**config.mk**
```make
export PLATFORM = sky130hd
export DESIGN_NAME = bb3s_ram
export DESIGN_NICKNAME = d
export VERILOG_FILES = /design/src/rtl/bb3s_ram.sv
export SDC_FILE = /design/constraint.sdc
export NUM_CORES = 2
export LEC_CHECK = 0
export BUFFER_PORTS_ARGS = -buffer_cell sky130_fd_sc_hd__buf_2
export CAP_MARGIN = 15
export CORE_AREA = 2 2 343 481
export DETAILED_ROUTE_END_ITERATION = 7
export DIE_AREA = 0 0 345 483
export GPL_TIMING_DRIVEN = 0
export PLACE_DENSITY = 0.66
export SYNTH_ARGS = -nofsm -noshare
export SYNTH_HDL_FRONTEND = slang
export SYNTH_SLANG_ARGS = --single-unit
```
**constraint.sdc**
```tcl
create_clock -name i_clk -period 2.4 [get_ports i_clk]
set_input_delay 0.36 -clock i_clk [delete_from_list [all_inputs] [get_ports i_clk]]
set_output_delay 0.36 -clock i_clk [all_outputs]
set_load 0.01 [all_outputs]
```
**src/rtl/bb3s_ram.sv**
```systemverilog
// Generic single-clock RAM: one write port, one read port, registered read.
// No dependencies.
module bb3s_ram #(
    parameter int WIDTH = 8,
    parameter int DEPTH = 258
) (
    input  logic                     i_clk,
    input  logic                     i_we,
    input  logic [$clog2(DEPTH)-1:0] i_waddr,
    input  logic [WIDTH-1:0]         i_wdata,
    input  logic [$clog2(DEPTH)-1:0] i_raddr,
    output logic [WIDTH-1:0]         o_rdata
);

    logic [WIDTH-1:0] r_mem [DEPTH];
    logic [WIDTH-1:0] r_rdata;

    always_ff @(posedge i_clk) begin
        if (i_we) begin
            r_mem[i_waddr] <= i_wdata;
        end
        r_rdata <= r_mem[i_raddr];
    end

    assign o_rdata = r_rdata;

endmodule

```
After elaboration in Yosys (flattened, before gate mapping):

Memory sizes are Yosys's and may differ from the RTL's. A register that Yosys moved wholly into a read port is not among the register bits.
Index checks and enable logic that the tools add are counted.
Widths: inputs -> output; s select.

* bits in registers: 0
* bits in latches: 0
* bits in writable memories: 2064
* bits in read-only memories: 0
* input bits: 28
* output and inout bits: 8
* logic and storage cells: 3
* memories kept: 1

* add/subtract/negate cells: 0
* $mul: 0
* div/mod/pow operators: 0
* $lt $le $gt $ge: 0
* equality and inequality tests: 0
* shifts and indexed selects: 0
* muxes and demuxes: 2
* bitwise operators: 0
* reduce and logical (&&, ||, !) cells: 0

Memory list
* r_mem: words 258, bits a word 8, rd ports 1, clocked after memory_dff 1, wr ports 1, line 15 `logic [WIDTH-1:0] r_mem [DEPTH];`

Operator list (number)
* $mux 1: 2

Depth between registers and ports, before layout:

* depth in word-level cells: 2
* gate-level depth with buffers: 13
* mapped depth without buffers: 7

Worst setup path after synthesis:

No wires, ideal clock.

* path kind: in2reg
* start: input i_raddr[0]
* end: register r_rdata[5], in the netlist o_rdata[5] (read register of r_mem)
* arrival time: 2.292 ns
* path slack: -0.024 ns
* cell stages on the path: 10
* path buffers: 5
* cell sequence: buf_6 buf_12 buf_6 buf_6 buf_6 mux4_2 a221oi_1 o22ai_1 nor4_1 a221oi_1

RTL lines
* start: declaration: line 11 `input logic [$clog2(DEPTH)-1:0] i_raddr,`
* end: declaration: line 16 `logic [WIDTH-1:0] r_rdata;`

==> reports/summary.log <==
qor: sta.post-route-worst-setup-slack -0.5559 ns
qor: sta.report.final.setup_viol 291
qor: synth.synthesis.instances 3820
qor: min_path.min_path_cells 1
qor: setup_path.worst-r2r-cell-count 5
qor: synth.ys_ff_latch 2072
qor: layout.nNetsFinal 4234
qor: sta.slew-limit-headroom 9.525%
qor: cts.clk_latency 0.85 ns
qor: floorplanning.core.rowCount 175
qor: setup_path.worst_r2r_startpoint r_mem[251][1]
qor: grt.remaining_global_route_overflow 0
qor: setup_path.r2r_setup_slack -0.50 ns
qor: synth.syn-num-nets 3848
qor: setup_path.critPathTopFamily simple AND/OR/NAND/NOR gates
qor: route.drt_wl_total 270600 um
qor: placed_design.dp_worst_setup_slack -2.575 ns
qor: min_path.min_path_type in2reg
qor: synth.synth.yosys.seq_area_share 77.05%
qor: cts.cts-htree-levels 4
qor: placed_design.port-buffer-count 33
qor: power.power.ir.vdd_worst 0.0007535 V
qor: placed_design.gp_congestion 1.065
qor: sta.clock_skew 0.02906 ns
qor: setup_path.slowest_delay 0.69 ns
qor: synth.syn-cell-area 80650 um2
qor: sta.clock.fmax 338.3 MHz
qor: placed_design.detailed_place_hpwl 181800 um
qor: setup_path.timing.setup.critical_path_class in2reg
qor: outcome.failing_checks hold timing, setup timing
qor: route.drc_violations_left 0
qor: setup_path.worst_path_max_delay_cell a22oi_2
qor: floorplanning.area_of_the_die 166600 um2
qor: synth.yosys.cell_types.count 57
qor: cts.cts_root_buf clkbuf_16
qor: setup_path.r2r_end o_rdata[1]
qor: route.first_pass_iters 8
qor: setup_path.worst-endpoint-required 3.09 ns
qor: setup_path.crit_chain buf_2 -> clkbuf_4 -> buf_4 -> inv_2 -> nand2_2 -> a211oi_1 -> a22oi_2 -> nand4_1 -> nor3_2 -> a221oi_2
qor: power.p_leak 0.02948 uW
qor: sta.worst_slack_on_hold_paths -0.008284 ns
qor: setup_path.cp-start-kind primary input
qor: grt.antenna_found_initial 18
qor: sta.finalCriticalPeriod 2.956 ns
qor: power.power.density 793.4 nW/um2
qor: route.vias 43720
qor: route.ant_nets 0
qor: setup_path.crit_arrival 3.65 ns
qor: sta.min_period_over_period 123.2%
qor: floorplanning.die_height 483 um
qor: synth.synth_flop_cell edfxtp_1
qor: floorplanning.floorplan.initialDensity 49.78%
qor: synth.synth_enable_flop_cells 2064
qor: synth.area_share_of_the_leading_cell_type_in_the_synthesized_netlist 76.85%
qor: sta.setup_repair_after_global_routing_missed_its_margin yes
qor: setup_path.crit_buf_inv 4
qor: synth.synth_area_leaders edfxtp_1 77%, mux4_2 12%, mux2i_1 2.4%
qor: min_path.min_delay_worst_endpoint r_mem[18][3]
qor: route.drt-wirelength-per-cell 41.60 um
qor: cts.clock-sinks 2072
qor: route.route.detailed.vias_per_inst 6.720
qor: min_path.hp-start i_wdata[3]
qor: synth.synth_warnings 0
qor: grt.grt_util_all_layers 32.22%
qor: sta.slew_violations 0
qor: synth.async_reset_ff_share 0%
qor: placed_design.numPlacedInstances 6013
qor: cts.clk_transition_reported_paths 0.07 ns
qor: grt.grt_first_pass_wirelength 359200 um
qor: cts.ctsLongestPathBuffers 3
qor: floorplanning.io_pins 36
qor: setup_path.worst_setup_path_end_kind flop
qor: outcome.outcome finished, violations left
qor: cts.cts_tree yes
qor: layout.area_growth_from_synthesis_to_final_layout 16.31%
qor: layout.post_route_cells_drive_above_1_share 32.04%
qor: floorplanning.die-width 345 um
qor: synth.avgSynthCellArea 21.11 um2
qor: floorplanning.floorplan.core_area 162000 um2
qor: power.p_total 74430 uW
qor: layout.final_cell_count_no_fill 6506
qor: sta.finalHoldViolations 2
qor: sta.worst_pin_slew 1.357 ns
qor: route.drt_first_iter_violations 6733
qor: synth.synth_largest_area_cell edfxtp_1
qor: grt.grt_pass1_vias 42170
qor: flow_run.maxCapViolCount 0
qor: grt.grt_max_degree 156
qor: setup_path.max_fo_critical_path 10
qor: cts.tritoncts.num_buffers 184
area by class of cell:
class | instances | area, um2
fillers | 11670 | 68230
flip-flops and latches | 2072 | 62140
multi-input cells | 1532 | 18470
clock buffers | 223 | 4815
well taps | 2124 | 2658
plain buffers | 209 | 2569
repair buffers | 203 | 1991
clock inverters | 123 | 1107
diodes | 16 | 40.04
inverters | 4 | 17.52
cells in the final DEF (no fill, tap or decap), types with 13 or more instances in the layout:
cell type | Yosys | routed
nand2b_1 | 16 | 16
buf_12 | 9 | 31
and3_1 | 14 | 13
a21oi_1 | 39 | 32
a22oi_1 | 107 | 93
mux4_2 | 438 | 438
a22o_1 | 13 | 13
clkinv_1 | 0 | 50
clkbuf_4 | 2 | 16
buf_8 | 19 | 33
o21ai_0 | 22 | 18
o211ai_1 | 13 | 13
nand2_2 | 0 | 15
mux2i_1 | 196 | 190
clkbuf_1 | 83 | 66
a221oi_4 | 0 | 14
nor2_1 | 317 | 136
nand3_1 | 50 | 45
buf_6 | 35 | 43
nor2b_1 | 16 | 13
buf_4 | 20 | 141
clkbuf_2 | 0 | 25
clkinv_2 | 0 | 40
edfxtp_1 | 2064 | 2064
buf_2 | 37 | 38
nor2_4 | 0 | 18
nor2_2 | 0 | 163
a22oi_2 | 0 | 14
bufinv_16 | 0 | 15
nand2_1 | 94 | 78
clkbuf_16 | 0 | 190
a221oi_2 | 4 | 14
diode_2 | 0 | 16
buf_16 | 0 | 42
nand4_1 | 19 | 19
per-stage QoR:
| step | utilization [%] | hold WS [ns] | cell area [um2] | TNS [ns] |
|---|---|---|---|---|
| 2_1_floorplan | - | 0.4589 | 80690 | -0.01928 |
| 3_3_place_gp | 51.54 | 0.6729 | 83520 | -6326.69 |
| 3_5_place_dp | 52.01 | 0.6822 | 84280 | -1803.34 |
| 4_1_cts | 56.85 | 0.008152 | 92120 | -33.57 |
| 5_1_grt | 57.87 | 0.02512 | 93760 | -3.391 |
| 6_report | 57.89 | -0.008284 | 93800 | -12.45 |
sequential cells by signal (all words and copies together), names as in the netlist:
name / flops
r_mem: 2064
o_rdata: 8
worst register-to-register path, cell delays in order (launching register included):
cell	delay [ns]
edfxtp_1	0.37
mux4_2	0.53
a22oi_2	0.71
nand4_1	0.58
nor3_2	0.40
a221oi_2	0.16
per-layer routing:
metal  wire [um]  GRT usage [%]  vias to the layer above
li1            -              -                    16750
met1       88140          38.12                    22840
met2      127300          50.32                     3259
met3       28750          7.735                      865
met4       26290          26.79                        6
met5         144              0                        -
report_power, final:
group          switching, uW  internal, uW  total (uW)
clock network          13500         16000       29500
logic                   3330          1710        5030
registers               13.8         39800       39800
total                  16900         57500       74400
synthesized netlist by cell type, drive strengths merged (2+ instances only):
cell,instances
o211ai,13
nor3b,5
mux4,450
nor3,21
o22ai,9
a22o,13
a22oi,107
nand2,94
o21a,4
a211oi,16
a32oi,4
nor2b,16
nand4,19
nand3,50
clkbuf,85
a31oi,7
a311oi,3
edfxtp,2064
o221ai,6
nor2,317
mux2i,196
a221oi,39
o21ai,27
a2111oi,6
mux2,8
nand2b,16
dfxtp,8
a21o,2
or3,2
and2,7
and3,14
buf,126
a21oi,39
nor4,12
inv,4
worst max path at each step:
stage,from,endpoint,slack [ns],cells after the start
2_1_floorplan,i_raddr[0],o_rdata[5],-0.01,10
3_3_place_gp,i_raddr[4],o_rdata[1],-3.37,10
3_5_place_dp,i_raddr[1],o_rdata[1],-2.58,10
4_1_cts,r_mem[183][3],o_rdata[3],-0.35,6
5_1_grt,i_raddr[0],o_rdata[1],-0.40,10
6_report,i_raddr[2],o_rdata[1],-0.56,10
timing repair:
action / 4_1_cts / 5_1_grt
pin swaps: 30 / 29
resized for setup: 437 / 210
endpoints found under the setup margin: 1017 / 1027
hold buffers: 0 / 0
cloned: 0 / 1
buffers inserted: 22 / 110
cell families (layout without fill, tap and decap cells):
group	after synthesis	count (layout)	synth area share, %
flip-flops	2072	2072	77.05
buffers and inverters	216	762	1.945
AND/OR/NAND/NOR	580	580	3.146
multiplexers	654	654	15.17
AO/OA/AOI/OAI	298	298	2.695
other	0	16	0
No activity file was read; power rests on OpenSTA's default activity.
